<file path="config.mk">
export PLATFORM = sky130hd
export DESIGN_NAME = dual_state_hash_engine_top_flat
export DESIGN_NICKNAME = d
export VERILOG_FILES = /design/src/sv/dshe_pkg.sv /design/src/sv/dshe_if.sv /design/src/sv/dshe_front.sv /design/src/sv/dshe_queue.sv /design/src/sv/dshe_back.sv /design/src/sv/dual_state_hash_engine_top.sv /design/src/flat_wrapper.sv
export SDC_FILE = /design/constraint.sdc
export NUM_CORES = 2
export LEC_CHECK = 0
export CORE_MARGIN = 2
export CORE_UTILIZATION = 65
export CTS_CLUSTER_DIAMETER = 120
export DETAILED_ROUTE_END_ITERATION = 7
export DONT_BUFFER_PORTS = 1
export GPL_TIMING_DRIVEN = 1
export PLACE_DENSITY_LB_ADDON = 0.12
export SYNTH_ARGS = -nofsm -noshare
export SYNTH_HDL_FRONTEND = slang
export SYNTH_SLANG_ARGS = --single-unit
export TNS_END_PERCENT = 20
</file>
<file path="constraint.sdc">
create_clock -name clk_i -period 10.3 [get_ports clk_i]
set_input_delay 1.03 -clock clk_i [delete_from_list [all_inputs] [get_ports clk_i]]
set_output_delay 1.03 -clock clk_i [all_outputs]
set_load 0.03 [all_outputs]
</file>
<file path="src/sv/dshe_pkg.sv">
package dshe_pkg;

  localparam int unsigned QueueDepthDef = 4;
  localparam int unsigned AddrW = 5;

  localparam logic [31:0] FnvPrime  = 32'd16777619;
  localparam logic [31:0] FnvSeed   = 32'd2166136261;
  localparam logic [31:0] OaatSeed  = 32'h6a09e667;
  localparam logic [31:0] OaatAdd   = 32'h9e3779b9;
  localparam logic [31:0] HeaderTag = 32'h53544154;
  localparam logic [31:0] KindMaskRst = 32'hffffffff;

  localparam logic [31:0] TagGenHeap = 32'h10000000;
  localparam logic [31:0] TagGfxHeap = 32'h18000000;
  localparam logic [31:0] TagMainRam = 32'h20000000;
  localparam logic [31:0] TagFastRam = 32'h30000000;
  localparam logic [31:0] TagSharedRam = 32'h40000000;
  localparam logic [31:0] TagVideoRam = 32'h50000000;

  localparam logic [31:0] MainRamLo   = 32'h02000000;
  localparam logic [31:0] MainRamHi   = 32'h02400000;
  localparam logic [31:0] FastRamLo   = 32'h01ff8000;
  localparam logic [31:0] SharedRamLo = 32'h02ff0000;
  localparam logic [31:0] SharedRamHi = 32'h03000000;
  localparam logic [31:0] VideoRamLo  = 32'h06000000;
  localparam logic [31:0] VideoRamHi  = 32'h07000000;

  typedef enum logic [1:0] {
    CMD_START  = 2'd0,
    CMD_HEADER = 2'd1,
    CMD_DATA   = 2'd2,
    CMD_FINISH = 2'd3
  } dshe_cmd_e;

  typedef enum logic [1:0] {
    OP_CLEAR,
    OP_MIX,
    OP_HEADER,
    OP_REPORT
  } dshe_op_e;

  typedef enum logic [2:0] {
    REG_GEN_BASE  = 3'd0,
    REG_GEN_TOP   = 3'd1,
    REG_GFX_BASE  = 3'd2,
    REG_GFX_END   = 3'd3,
    REG_KIND_MASK = 3'd4
  } dshe_reg_e;

  typedef enum logic {
    BK_FIRST,
    BK_SECOND
  } dshe_bk_state_e;

  typedef struct packed {
    logic [31:0] gen_base;
    logic [31:0] gen_top;
    logic [31:0] gfx_base;
    logic [31:0] gfx_end;
    logic [31:0] kind_mask;
  } dshe_cfg_t;

  typedef struct packed {
    dshe_op_e    op;
    logic [31:0] arg_a;
    logic [23:0] arg_b;
  } dshe_entry_t;

  function automatic logic [31:0] fnv_mix(input logic [31:0] acc, input logic [31:0] v);
    return (acc ^ v) * FnvPrime;
  endfunction

  function automatic logic [31:0] oaat_mix(input logic [31:0] acc, input logic [31:0] v);
    logic [31:0] t;
    t = acc + v + OaatAdd;
    t = t + (t << 10);
    t = t ^ (t >> 6);
    return t;
  endfunction

  function automatic logic [31:0] oaat_final(input logic [31:0] acc);
    logic [31:0] t;
    t = acc + (acc << 3);
    t = t ^ (t >> 11);
    t = t + (t << 15);
    return t;
  endfunction

endpackage

</file>
<file path="src/sv/dshe_if.sv">
interface dshe_in_if;
  logic        valid;
  logic        ready;
  logic [1:0]  command;
  logic [4:0]  record_kind;
  logic [23:0] record_length;
  logic [31:0] data_word;

  modport source (output valid, command, record_kind, record_length, data_word,
                  input ready);
  modport sink (input valid, command, record_kind, record_length, data_word,
                output ready);
endinterface

interface dshe_out_if;
  logic        valid;
  logic        ready;
  logic [31:0] first_hash;
  logic [31:0] second_hash;
  logic [31:0] byte_total;
  logic [31:0] record_total;

  modport source (output valid, first_hash, second_hash, byte_total, record_total,
                  input ready);
  modport sink (input valid, first_hash, second_hash, byte_total, record_total,
                output ready);
endinterface

</file>
<file path="src/sv/dshe_front.sv">
module dshe_front (
  input  logic                  clk_i,
  input  logic                  rst_ni,
  input  dshe_pkg::dshe_cfg_t   cfg_i,
  dshe_in_if.sink               in_if,
  input  logic                  full_i,
  output logic                  push_o,
  output dshe_pkg::dshe_entry_t push_entry_o
);

  logic            enabled_q, enabled_d;
  logic            accept;
  logic            kind_hit;
  logic [31:0]     canon;
  dshe_pkg::dshe_cmd_e cmd;

  function automatic logic in_window(input logic [31:0] lo, input logic [31:0] hi,
                                     input logic [31:0] v);
    return (lo != '0) && (hi >= lo) && (v >= lo) && (v < hi);
  endfunction

  // word canonicalization, priority order
  always_comb begin
    logic [31:0] v;
    logic [31:0] b;
    v = {in_if.data_word[31:1], 1'b0};
    b = {31'd0, in_if.data_word[0]};
    if (in_if.data_word == '0) begin
      canon = '0;
    end else if (in_window(cfg_i.gen_base, cfg_i.gen_top, v)) begin
      canon = dshe_pkg::TagGenHeap | (v - cfg_i.gen_base) | b;
    end else if (in_window(cfg_i.gfx_base, cfg_i.gfx_end, v)) begin
      canon = dshe_pkg::TagGfxHeap | (v - cfg_i.gfx_base) | b;
    end else if (v >= dshe_pkg::MainRamLo && v < dshe_pkg::MainRamHi) begin
      canon = dshe_pkg::TagMainRam | b;
    end else if (v >= dshe_pkg::FastRamLo && v < dshe_pkg::MainRamLo) begin
      canon = dshe_pkg::TagFastRam | b;
    end else if (v >= dshe_pkg::SharedRamLo && v < dshe_pkg::SharedRamHi) begin
      canon = dshe_pkg::TagSharedRam | b;
    end else if (v >= dshe_pkg::VideoRamLo && v < dshe_pkg::VideoRamHi) begin
      canon = dshe_pkg::TagVideoRam | (v - dshe_pkg::VideoRamLo) | b;
    end else begin
      canon = in_if.data_word;
    end
  end

  assign cmd      = dshe_pkg::dshe_cmd_e'(in_if.command);
  assign kind_hit = cfg_i.kind_mask[in_if.record_kind];

  always_comb begin
    in_if.ready        = !full_i;
    accept             = in_if.valid && !full_i;
    enabled_d          = enabled_q;
    push_o             = 1'b0;
    push_entry_o.op    = dshe_pkg::OP_CLEAR;
    push_entry_o.arg_a = canon;
    push_entry_o.arg_b = in_if.record_length;
    unique case (cmd)
      dshe_pkg::CMD_START: begin
        push_o = accept;
        if (accept) begin
          enabled_d = 1'b0;
        end
      end
      dshe_pkg::CMD_HEADER: begin
        push_entry_o.op    = dshe_pkg::OP_HEADER;
        push_entry_o.arg_a = dshe_pkg::HeaderTag ^ {27'd0, in_if.record_kind};
        push_o             = accept && kind_hit;
        if (accept) begin
          enabled_d = kind_hit;
        end
      end
      dshe_pkg::CMD_DATA: begin
        push_entry_o.op = dshe_pkg::OP_MIX;
        push_o          = accept && enabled_q;
      end
      dshe_pkg::CMD_FINISH: begin
        push_entry_o.op = dshe_pkg::OP_REPORT;
        push_o          = accept;
      end
      default: begin
        push_o = 1'b0;
      end
    endcase
  end

  always_ff @(posedge clk_i or negedge rst_ni) begin
    if (!rst_ni) begin
      enabled_q <= 1'b0;
    end else begin
      enabled_q <= enabled_d;
    end
  end

endmodule

</file>
<file path="src/sv/dshe_queue.sv">
module dshe_queue #(
  parameter int unsigned Depth = dshe_pkg::QueueDepthDef
) (
  input  logic                  clk_i,
  input  logic                  rst_ni,
  input  logic                  push_i,
  input  dshe_pkg::dshe_entry_t push_entry_i,
  output logic                  full_o,
  input  logic                  pop_i,
  output logic                  head_valid_o,
  output dshe_pkg::dshe_entry_t head_entry_o
);

  localparam int unsigned PtrW = (Depth > 1) ? $clog2(Depth) : 1;
  localparam int unsigned CntW = $clog2(Depth + 1);
  localparam logic [PtrW-1:0] LastPtr = PtrW'(Depth - 1);
  localparam logic [CntW-1:0] FullCnt = CntW'(Depth);

  dshe_pkg::dshe_entry_t mem_q [Depth];
  logic [PtrW-1:0] wr_ptr_q, rd_ptr_q;
  logic [CntW-1:0] count_q;

  assign full_o       = (count_q == FullCnt);
  assign head_valid_o = (count_q != '0);
  assign head_entry_o = mem_q[rd_ptr_q];

  always_ff @(posedge clk_i) begin
    if (push_i) begin
      mem_q[wr_ptr_q] <= push_entry_i;
    end
  end

  always_ff @(posedge clk_i or negedge rst_ni) begin
    if (!rst_ni) begin
      wr_ptr_q <= '0;
      rd_ptr_q <= '0;
      count_q  <= '0;
    end else begin
      if (push_i) begin
        wr_ptr_q <= (wr_ptr_q == LastPtr) ? '0 : wr_ptr_q + 1'b1;
      end
      if (pop_i) begin
        rd_ptr_q <= (rd_ptr_q == LastPtr) ? '0 : rd_ptr_q + 1'b1;
      end
      if (push_i && !pop_i) begin
        count_q <= count_q + 1'b1;
      end else if (pop_i && !push_i) begin
        count_q <= count_q - 1'b1;
      end
    end
  end

endmodule

</file>
<file path="src/sv/dshe_back.sv">
module dshe_back (
  input  logic                  clk_i,
  input  logic                  rst_ni,
  input  logic                  head_valid_i,
  input  dshe_pkg::dshe_entry_t head_entry_i,
  output logic                  pop_o,
  dshe_out_if.source            out_if
);

  dshe_pkg::dshe_bk_state_e state_q, state_d;
  logic [31:0] fnv_q, fnv_d;
  logic [31:0] oaat_q, oaat_d;
  logic [31:0] bytes_q, bytes_d;
  logic [31:0] records_q, records_d;
  logic        out_valid_q, out_valid_d;
  logic        load_out;
  logic [31:0] mix_val;
  logic [31:0] len_ext;

  logic [31:0] h1_q, h2_q, bt_q, rt_q;

  assign len_ext = {8'd0, head_entry_i.arg_b};
  assign mix_val = (head_entry_i.op == dshe_pkg::OP_HEADER && state_q == dshe_pkg::BK_SECOND)
                   ? len_ext : head_entry_i.arg_a;

  always_comb begin
    state_d   = state_q;
    fnv_d     = fnv_q;
    oaat_d    = oaat_q;
    bytes_d   = bytes_q;
    records_d = records_q;
    pop_o     = 1'b0;
    load_out  = 1'b0;
    if (head_valid_i) begin
      unique case (head_entry_i.op)
        dshe_pkg::OP_CLEAR: begin
          fnv_d     = dshe_pkg::FnvSeed;
          oaat_d    = dshe_pkg::OaatSeed;
          bytes_d   = '0;
          records_d = '0;
          pop_o     = 1'b1;
        end
        dshe_pkg::OP_MIX: begin
          fnv_d  = dshe_pkg::fnv_mix(fnv_q, mix_val);
          oaat_d = dshe_pkg::oaat_mix(oaat_q, mix_val);
          pop_o  = 1'b1;
        end
        dshe_pkg::OP_HEADER: begin
          fnv_d  = dshe_pkg::fnv_mix(fnv_q, mix_val);
          oaat_d = dshe_pkg::oaat_mix(oaat_q, mix_val);
          unique case (state_q)
            dshe_pkg::BK_FIRST: begin
              state_d = dshe_pkg::BK_SECOND;
            end
            dshe_pkg::BK_SECOND: begin
              state_d   = dshe_pkg::BK_FIRST;
              bytes_d   = bytes_q + len_ext;
              records_d = records_q + 32'd1;
              pop_o     = 1'b1;
            end
            default: begin
              state_d = dshe_pkg::BK_FIRST;
            end
          endcase
        end
        dshe_pkg::OP_REPORT: begin
          load_out = !out_valid_q || out_if.ready;
          pop_o    = load_out;
        end
        default: begin
          pop_o = 1'b1;
        end
      endcase
    end
    if (load_out) begin
      out_valid_d = 1'b1;
    end else if (out_if.ready) begin
      out_valid_d = 1'b0;
    end else begin
      out_valid_d = out_valid_q;
    end
  end

  always_ff @(posedge clk_i or negedge rst_ni) begin
    if (!rst_ni) begin
      state_q     <= dshe_pkg::BK_FIRST;
      fnv_q       <= dshe_pkg::FnvSeed;
      oaat_q      <= dshe_pkg::OaatSeed;
      bytes_q     <= '0;
      records_q   <= '0;
      out_valid_q <= 1'b0;
    end else begin
      state_q     <= state_d;
      fnv_q       <= fnv_d;
      oaat_q      <= oaat_d;
      bytes_q     <= bytes_d;
      records_q   <= records_d;
      out_valid_q <= out_valid_d;
    end
  end

  always_ff @(posedge clk_i) begin
    if (load_out) begin
      h1_q <= fnv_q;
      h2_q <= dshe_pkg::oaat_final(oaat_q);
      bt_q <= bytes_q;
      rt_q <= records_q;
    end
  end

  assign out_if.valid        = out_valid_q;
  assign out_if.first_hash   = h1_q;
  assign out_if.second_hash  = h2_q;
  assign out_if.byte_total   = bt_q;
  assign out_if.record_total = rt_q;

endmodule

</file>
<file path="src/sv/dual_state_hash_engine_top.sv">
// Dual hash engine over framed records: FNV-1a style and one-at-a-time style
// hashes run side by side over canonicalized 32-bit words. The front accepts
// one beat per cycle while its queue (QueueDepth entries) has room; skipped
// headers and data outside an enabled record end there. The back retires one
// queued start or data word per cycle, and a finish likewise while the output
// register is free or being taken; an enabled header takes a tag mix, then a
// length mix, bounded by the single 32x32 FNV multiply per cycle. A finish
// passes via the queue to the output register and waits until taken. The
// user must write configuration over APB only while idle; not enforced.
module dual_state_hash_engine_top #(
  parameter int unsigned QueueDepth = dshe_pkg::QueueDepthDef
) (
  input  logic                       clk_i,
  input  logic                       rst_ni,
  dshe_in_if.sink                    in_if,
  dshe_out_if.source                 out_if,
  input  logic                       psel,
  input  logic                       penable,
  input  logic                       pwrite,
  input  logic [dshe_pkg::AddrW-1:0] paddr,
  input  logic [31:0]                pwdata,
  output logic [31:0]                prdata,
  output logic                       pready
);

  dshe_pkg::dshe_cfg_t   cfg_q;
  dshe_pkg::dshe_reg_e   reg_idx;
  dshe_pkg::dshe_entry_t push_entry, head_entry;
  logic                  push, pop, full, head_valid;
  logic                  wr_en;

  assign pready  = 1'b1;
  assign wr_en   = psel && penable && pwrite;
  assign reg_idx = dshe_pkg::dshe_reg_e'(paddr[4:2]);

  always_ff @(posedge clk_i or negedge rst_ni) begin
    if (!rst_ni) begin
      cfg_q.gen_base  <= '0;
      cfg_q.gen_top   <= '0;
      cfg_q.gfx_base  <= '0;
      cfg_q.gfx_end   <= '0;
      cfg_q.kind_mask <= dshe_pkg::KindMaskRst;
    end else if (wr_en) begin
      unique case (reg_idx)
        dshe_pkg::REG_GEN_BASE:  cfg_q.gen_base  <= pwdata;
        dshe_pkg::REG_GEN_TOP:   cfg_q.gen_top   <= pwdata;
        dshe_pkg::REG_GFX_BASE:  cfg_q.gfx_base  <= pwdata;
        dshe_pkg::REG_GFX_END:   cfg_q.gfx_end   <= pwdata;
        dshe_pkg::REG_KIND_MASK: cfg_q.kind_mask <= pwdata;
        default: begin
        end
      endcase
    end
  end

  always_comb begin
    unique case (reg_idx)
      dshe_pkg::REG_GEN_BASE:  prdata = cfg_q.gen_base;
      dshe_pkg::REG_GEN_TOP:   prdata = cfg_q.gen_top;
      dshe_pkg::REG_GFX_BASE:  prdata = cfg_q.gfx_base;
      dshe_pkg::REG_GFX_END:   prdata = cfg_q.gfx_end;
      dshe_pkg::REG_KIND_MASK: prdata = cfg_q.kind_mask;
      default:                 prdata = '0;
    endcase
  end

  dshe_front u_front (
    .clk_i        (clk_i),
    .rst_ni       (rst_ni),
    .cfg_i        (cfg_q),
    .in_if        (in_if),
    .full_i       (full),
    .push_o       (push),
    .push_entry_o (push_entry)
  );

  dshe_queue #(
    .Depth (QueueDepth)
  ) u_queue (
    .clk_i        (clk_i),
    .rst_ni       (rst_ni),
    .push_i       (push),
    .push_entry_i (push_entry),
    .full_o       (full),
    .pop_i        (pop),
    .head_valid_o (head_valid),
    .head_entry_o (head_entry)
  );

  dshe_back u_back (
    .clk_i        (clk_i),
    .rst_ni       (rst_ni),
    .head_valid_i (head_valid),
    .head_entry_i (head_entry),
    .pop_o        (pop),
    .out_if       (out_if)
  );

endmodule

</file>
<file path="src/flat_wrapper.sv">
// flat-port wrapper written by rule: the top's interface ports become plain ports
module dual_state_hash_engine_top_flat 
#(
  parameter int unsigned QueueDepth = dshe_pkg::QueueDepthDef
)
  (clk_i, rst_ni, psel, penable, pwrite, paddr, pwdata, prdata, pready, in_if_valid, in_if_command, in_if_record_kind, in_if_record_length, in_if_data_word, in_if_ready, out_if_valid, out_if_first_hash, out_if_second_hash, out_if_byte_total, out_if_record_total, out_if_ready);
  dshe_in_if in_if_i ();
  dshe_out_if out_if_i ();
  input  logic clk_i;
  input  logic rst_ni;
  input  logic psel;
  input  logic penable;
  input  logic pwrite;
  input  logic [dshe_pkg::AddrW-1:0] paddr;
  input  logic [31:0] pwdata;
  output logic [31:0] prdata;
  output logic pready;
  input wire logic [$bits(in_if_i.valid)-1:0] in_if_valid;
  input wire logic [$bits(in_if_i.command)-1:0] in_if_command;
  input wire logic [$bits(in_if_i.record_kind)-1:0] in_if_record_kind;
  input wire logic [$bits(in_if_i.record_length)-1:0] in_if_record_length;
  input wire logic [$bits(in_if_i.data_word)-1:0] in_if_data_word;
  output wire logic [$bits(in_if_i.ready)-1:0] in_if_ready;
  output wire logic [$bits(out_if_i.valid)-1:0] out_if_valid;
  output wire logic [$bits(out_if_i.first_hash)-1:0] out_if_first_hash;
  output wire logic [$bits(out_if_i.second_hash)-1:0] out_if_second_hash;
  output wire logic [$bits(out_if_i.byte_total)-1:0] out_if_byte_total;
  output wire logic [$bits(out_if_i.record_total)-1:0] out_if_record_total;
  input wire logic [$bits(out_if_i.ready)-1:0] out_if_ready;
  assign in_if_i.valid = in_if_valid;
  assign in_if_i.command = in_if_command;
  assign in_if_i.record_kind = in_if_record_kind;
  assign in_if_i.record_length = in_if_record_length;
  assign in_if_i.data_word = in_if_data_word;
  assign in_if_ready = in_if_i.ready;
  assign out_if_valid = out_if_i.valid;
  assign out_if_first_hash = out_if_i.first_hash;
  assign out_if_second_hash = out_if_i.second_hash;
  assign out_if_byte_total = out_if_i.byte_total;
  assign out_if_record_total = out_if_i.record_total;
  assign out_if_i.ready = out_if_ready;
  dual_state_hash_engine_top #(.QueueDepth(QueueDepth)) u_core (.clk_i(clk_i), .rst_ni(rst_ni), .in_if(in_if_i), .out_if(out_if_i), .psel(psel), .penable(penable), .pwrite(pwrite), .paddr(paddr), .pwdata(pwdata), .prdata(prdata), .pready(pready));
endmodule
</file>
# After elaboration in Yosys (flattened, before gate mapping)
# Memory sizes are Yosys's and may differ from the RTL's.
# Cells that the tools add are included.
# totals
mem_bits_rw	232
input_bits	107
memories	1
out_inout_bits	163
wordCells	158
regBits	426
# classes
add_sub_neg	14
muxes	37
eq_ne	16
mul	1
reduce_logical	47
bitwise	8
n_lt_le_gt_ge	15
# memory_table
memory	words	word_bits	read_ports	rd_clocked_by_memory_dff	wr	line_no	text
u_core.u_queue.mem_q	4	58	1	0	1	dshe_queue.sv:19	dshe_pkg::dshe_entry_t mem_q [Depth];
# op_table
cell	count
32-bit two-way mux	11
32-bit case mux with 2 select lines	4
32-bit case mux with 5 select lines	1
32-bit adder	4
32-bit greater-or-equal comparator	4
32-bit by 26-bit less-than comparator with 1-bit output (second input constant)	3
32-bit by 1-bit OR with 32-bit output	3
32-bit by 26-bit greater-or-equal comparator with 1-bit output (second input constant)	2
32-bit less-than comparator	2
32-bit nonzero test	2
32-bit subtractor	2
32-bit by 1-bit adder with 32-bit output (second input constant)	1
32-bit by 24-bit adder with 32-bit output	1
32-bit adder (second input constant)	1
32-bit by 25-bit greater-or-equal comparator with 1-bit output (second input constant)	1
32-bit by 27-bit greater-or-equal comparator with 1-bit output (second input constant)	1
32-bit zero test	1
32-bit by 27-bit less-than comparator with 1-bit output (second input constant)	1
32-bit by 25-bit multiplier with 32-bit output (second input constant)	1
32-bit by 27-bit subtractor with 32-bit output (second input constant)	1
32-bit by 21-bit XOR with 32-bit output	1
32-bit by 26-bit XOR with 32-bit output	1
32-bit XOR	1
1-bit logical AND	18
other kinds (28)	70

# Logic depth before layout (Yosys ltp)
# depth
depth_word	10
ltp_mapped	36
ltp_nobuf	29

# Cells and area by module
# Synthesis repeated with hierarchy kept, for this count alone.
# unflattened
hier_cells	4134
hier_area_um2	46034.2
# modules_own_cells
mod	area_per_inst_um2	n_inst	cells_per_inst	seq_area_each_um2
dshe_back	21618.2	1	2137	7134.3
dshe_queue	8857.2	1	341	7141.8
dshe_front	8214.1	1	1151	25.0
dual_state_hash_engine_top	7344.5	1	505	4043.9

# Least setup slack after synthesis
# No wires, ideal clock.
# synth_path
path_type	reg-to-reg
start	register u_core.u_queue.rd_ptr_q[0]
end	register u_core.u_back.fnv_q[24]
path_stages_with_launch	32
setup_time_ns	0.096
required_time_ns	10.204
synth_period_minus_slack_ns	8.853
path_slack_ns	1.447
n_path_buf	7
arrival_ns	8.757
path_cell_list	dfrtp_1 buf_2 buf_4 buf_2 buf_2 buf_2 mux4_2 ha_1 nand2_1 clkbuf_1 buf_1 mux2_2 xor2_1 ha_1 ha_1 fa_1 ha_1 fa_1 ha_1 inv_1 fa_1 inv_1 ha_1 o211a_1 a221oi_1 a211oi_1 or2_2 a41o_1 a21o_1 a21oi_1 xor2_1 a31oi_1
# synth_between
elab_chain_cells	7
elab_cells_between_ends	12
classes_between	mul (1); eq/ne (2); mux (2); bitwise (1); reduce/logical (5); memory (1)
# synth_lines
element	line_no	text
start: declaration	dshe_queue.sv:20	logic [PtrW-1:0] wr_ptr_q, rd_ptr_q;
start signal: assignment	dshe_queue.sv:43	rd_ptr_q <= (rd_ptr_q == LastPtr) ? '0 : rd_ptr_q + 1'b1;
memory 4 x 58 bit *	-	
2-bit == test	dshe_back.sv:23, dshe_back.sv:35	
1-bit logical AND	dshe_back.sv:23	assign mix_val = (head_entry_i.op == dshe_pkg::OP_HEADER && state_q == dshe_pkg::BK_SECOND)
32-bit two-way mux	dshe_back.sv:24	? len_ext : head_entry_i.arg_a;
32-bit XOR	dshe_pkg.sv:70	return (acc ^ v) * FnvPrime;
32-bit by 25-bit multiplier with 32-bit output	dshe_pkg.sv:70	
32-bit case mux with 2 select lines	dshe_back.sv:35	unique case (head_entry_i.op)
end signal: assignment	dshe_back.sv:87	fnv_q <= dshe_pkg::FnvSeed;
end signal: assignment	dshe_back.sv:94	fnv_q <= fnv_d;
end: declaration	dshe_back.sv:11	logic [31:0] fnv_q, fnv_d;
# Mark *: on every way between the ends. The rest lies on a longest branch, timed or not.
# A chain may end at the register's enable or synchronous reset.

# Worst setup path after layout
# layout_path
start	register u_core.u_queue.rd_ptr_q[0]
end	register u_core.u_back.fnv_q[31]
# Same word-level chain as after synthesis.

==> metrics <==
status=finished clean; Ys Warns=0; most used cell, CP=ha_1; Final Setup Violations=0; worst reg2reg startpoint=u_core.u_queue.rd_ptr_q[0]; syn nets=between 4000 and 5000; Worst setup EP type=flip-flop; Layout area overhead=7.78%; # nets final=between 4000 and 5000; min-delay worst type=input pin to async pin; final setup skew=approximately 23 ps; clock root cell=clkbuf_16; first-pass GRT wire length=181 mm; Routed wire per std cell=about 22 um; r2r endpoint=u_core.u_back.fnv_q[31]; Initial Util=65.8%; Hold Buf Count CTS=0; Post-Syn Instances=between 4000 and 5000; core area=0.0686 mm^2; die height=around 270 um; final wirelength=about 120 mm; TritonRoute pass-1 iters=6; area share of the largest cell type after synthesis=a little under a quarter; pin count of the biggest net entering global routing=roughly 300; flop2flop setup slack=~1700 ps; layout cells sized above 1=under 10%; Yosys top cell by area=edfxtp_1; Worst Slack Setup Final=1670 ps; clock buffer depth=3; cts bufs inserted=73; residual DRC count=0; number of global-route vias before repair=32000; Worst-Margin Slew=around 1400 ps; Final ANT Viol Nets=0; # Max-Cap Violations=0; RSZ-0062 raised after global routing=false; CP max FO=21; final hold violations=0; htree depth=3; EDFF count, synth=360; post-CTS setup buffers=0; CTS tree=yes; initial antenna violation count=2; Syn Std Cell Area=0.0451 mm^2; Clock Sinks=658; Avg Inst Size Synth=between 10 and 15 um^2; post-place setup slack=roughly 1700 ps; Total GRT Usage=between 30% and 40%; Via density=between 6 and 7; Iter 0 DRT Violations=2840; Max Clock Freq=around 0.12 GHz; full die area=0.0715 mm^2; Seq/Total Area, Yosys=between 40% and 50%; post-synthesis register bit count=between 600 and 700; sum of negative setup slack=0 ps; Buffers on Ports=0; Final GP Congestion=roughly 0.97; CTS resizes=0; row count=96; R2R depth=25; slowest stage cell, crit path=o21ai_0; required time of the critical path=between 10000 and 15000 ps; ranking of synthesized cells by area=edfxtp_1 (24%), ha_1 (15%), dfrtp_1 (13%); CTS clk-pin slew, worst paths=about 60 ps; Worst EP arrival=around 9000 ps; Max Transition Viols Final=0; Detail Placement HPWL=90.1 mm; detailed-route via count=32700; ys flop type=edfxtp_1; slew margin rel.=roughly 4.7%; fin crit share=83.8%; CP startpoint kind=flip-flop; fillers=around 5100; Crit Path Class=flip-flop to flip-flop; Async SR Flop Fraction=45.3%; grt ovf=0; Ports=270; die width=between 200 and 300 um; Skew-Pair Late Insertion Delay=roughly 630 ps; CP peak stage delay=approximately 740 ps; Final Critical Period=8630 ps; synth unique cells=92
routing by layer:
metal / up-vias / wire length, um / global-route usage (%)
met5: - / 9 / 0
met4: 2 / 5260 / 13.7
met3: 254 / 7530 / 5.05
met2: 1164 / 57900 / 57.2
met1: 15900 / 46900 / 41.8
li1: 15400 / - / -
logic make-up after synthesis:
group | synth area share (%)
AOI/OAI and AO/OA | 14.1
and+or+nand+nor | 9.68
DFF | 40.7
adders and majority gates | 18.3
buffers and inverters | 4.77
xor gates and xnor gates | 6.32
muxes | 6.16
other | 0.00831
final cells by class:
type	count	area [um^2]	area share [%]
Antenna cell	2	5.00	0.0103
Clock buffer	91	1970	4.05
Clock inverter	45	507	1.04
Sequential cell	658	18400	37.8
Timing Repair Buffer	36	270	0.556
Tap cell	931	1160	2.40
Multi-Input combinational cell	3042	24700	50.7
Inverter	446	1680	3.45
critical path, delay by kind of cell, from the launching register on:
kind | cells | cell delay (ps)
compound gates | 9 | 2870
xor+xnor | 1 | 560
fa+ha+maj | 9 | 3040
buf+inv | 3 | 190
flops | 1 | 580
mux | 1 | 560
simple gates | 2 | 720
stage by stage:
stage | cells | hold slack (ps) | util, % | instance area (um^2)
after floorplan | 4262 | 439 | - | 45100
after global placement | 5113 | 460 | 67.3 | 46100
after detailed placement | 5113 | 468 | 67.3 | 46100
after CTS | 5249 | 76.9 | 70.9 | 48600
after global routing | 5251 | 80.6 | 70.9 | 48600
final | 5251 | 114 | 70.9 | 48600
cell usage after synthesis (8+ instances only):
master     number
a31oi_1        26
mux2_2         74
inv_1         444
clkbuf_1       88
a21o_1         82
o21ai_0       284
fa_1           82
dfrtp_1       236
nand3_1        76
ha_1          527
o41ai_1        10
buf_1          13
o21a_1         40
xnor2_1       211
a21oi_1       229
nor4_1         30
a221oi_1        8
a211oi_1       34
nor2b_1        33
xor2_1        110
a211o_1        11
mux2i_1        39
dfstp_2        62
a311oi_1        8
nor3_1         39
o211ai_1       13
a2111oi_0       9
o22ai_1        47
o31ai_1        16
and3_1         23
o21bai_1       24
a22oi_1        69
buf_2          10
mux4_2         69
and2_1         37
or2_2          11
a22o_1         12
nor2_1        230
nand4_1        43
nand2b_1       35
nand2_1       314
or3_1          21
edfxtp_1      360
state kept, by name, summed over array words and instances (netlist names), 2 cells and up:
signal / flops
u_core.cfg_q: 160
u_core.u_back.bytes_q: 32
u_core.u_back.fnv_q: 32
u_core.u_back.oaat_q: 32
u_core.u_back.out_if.byte_total: 32
u_core.u_back.out_if.first_hash: 32
u_core.u_back.out_if.record_total: 32
u_core.u_back.out_if.second_hash: 32
u_core.u_back.records_q: 32
u_core.u_queue.count_q: 3
u_core.u_queue.mem_q: 232
u_core.u_queue.rd_ptr_q: 2
u_core.u_queue.wr_ptr_q: 2
how the worst max path moves through the flow:
| stage | from | endpoint | slack, ps | cells past startpoint |
|---|---|---|---|---|
| after global routing | u_core.u_queue.rd_ptr_q[0] | u_core.u_back.fnv_q[31] | 1060 | 25 |
| after detailed placement | u_core.u_queue.rd_ptr_q[0] | u_core.u_back.fnv_q[31] | 1690 | 25 |
| final | u_core.u_queue.rd_ptr_q[0] | u_core.u_back.fnv_q[31] | 1670 | 25 |
| after floorplan | u_core.u_queue.rd_ptr_q[0] | u_core.u_back.fnv_q[24] | 1450 | 31 |
| after global placement | u_core.u_queue.rd_ptr_q[0] | u_core.u_back.fnv_q[31] | 1760 | 25 |
| after CTS | u_core.u_queue.rd_ptr_q[0] | u_core.u_back.fnv_q[31] | 1630 | 25 |
layout by cell type (no fill, tap or decap), types with 36 or more instances in the layout:
master	n
nor3_1	39
nand4_1	43
clkbuf_16	75
a21oi_1	229
inv_1	444
fa_1	82
buf_4	36
o21a_1	40
nor2_1	225
xnor2_1	211
mux4_2	69
ha_1	527
dfrtp_1	234
mux2i_1	39
o21ai_0	284
nand2_1	313
mux2_2	74
edfxtp_1	360
o22ai_1	47
a22oi_1	69
dfstp_2	62
a21o_1	82
nand3_1	75
xor2_1	110
Power is left out: the tool's default activity adds up to more than one toggle a clock period on the data nets, which glitch-free logic cannot reach.
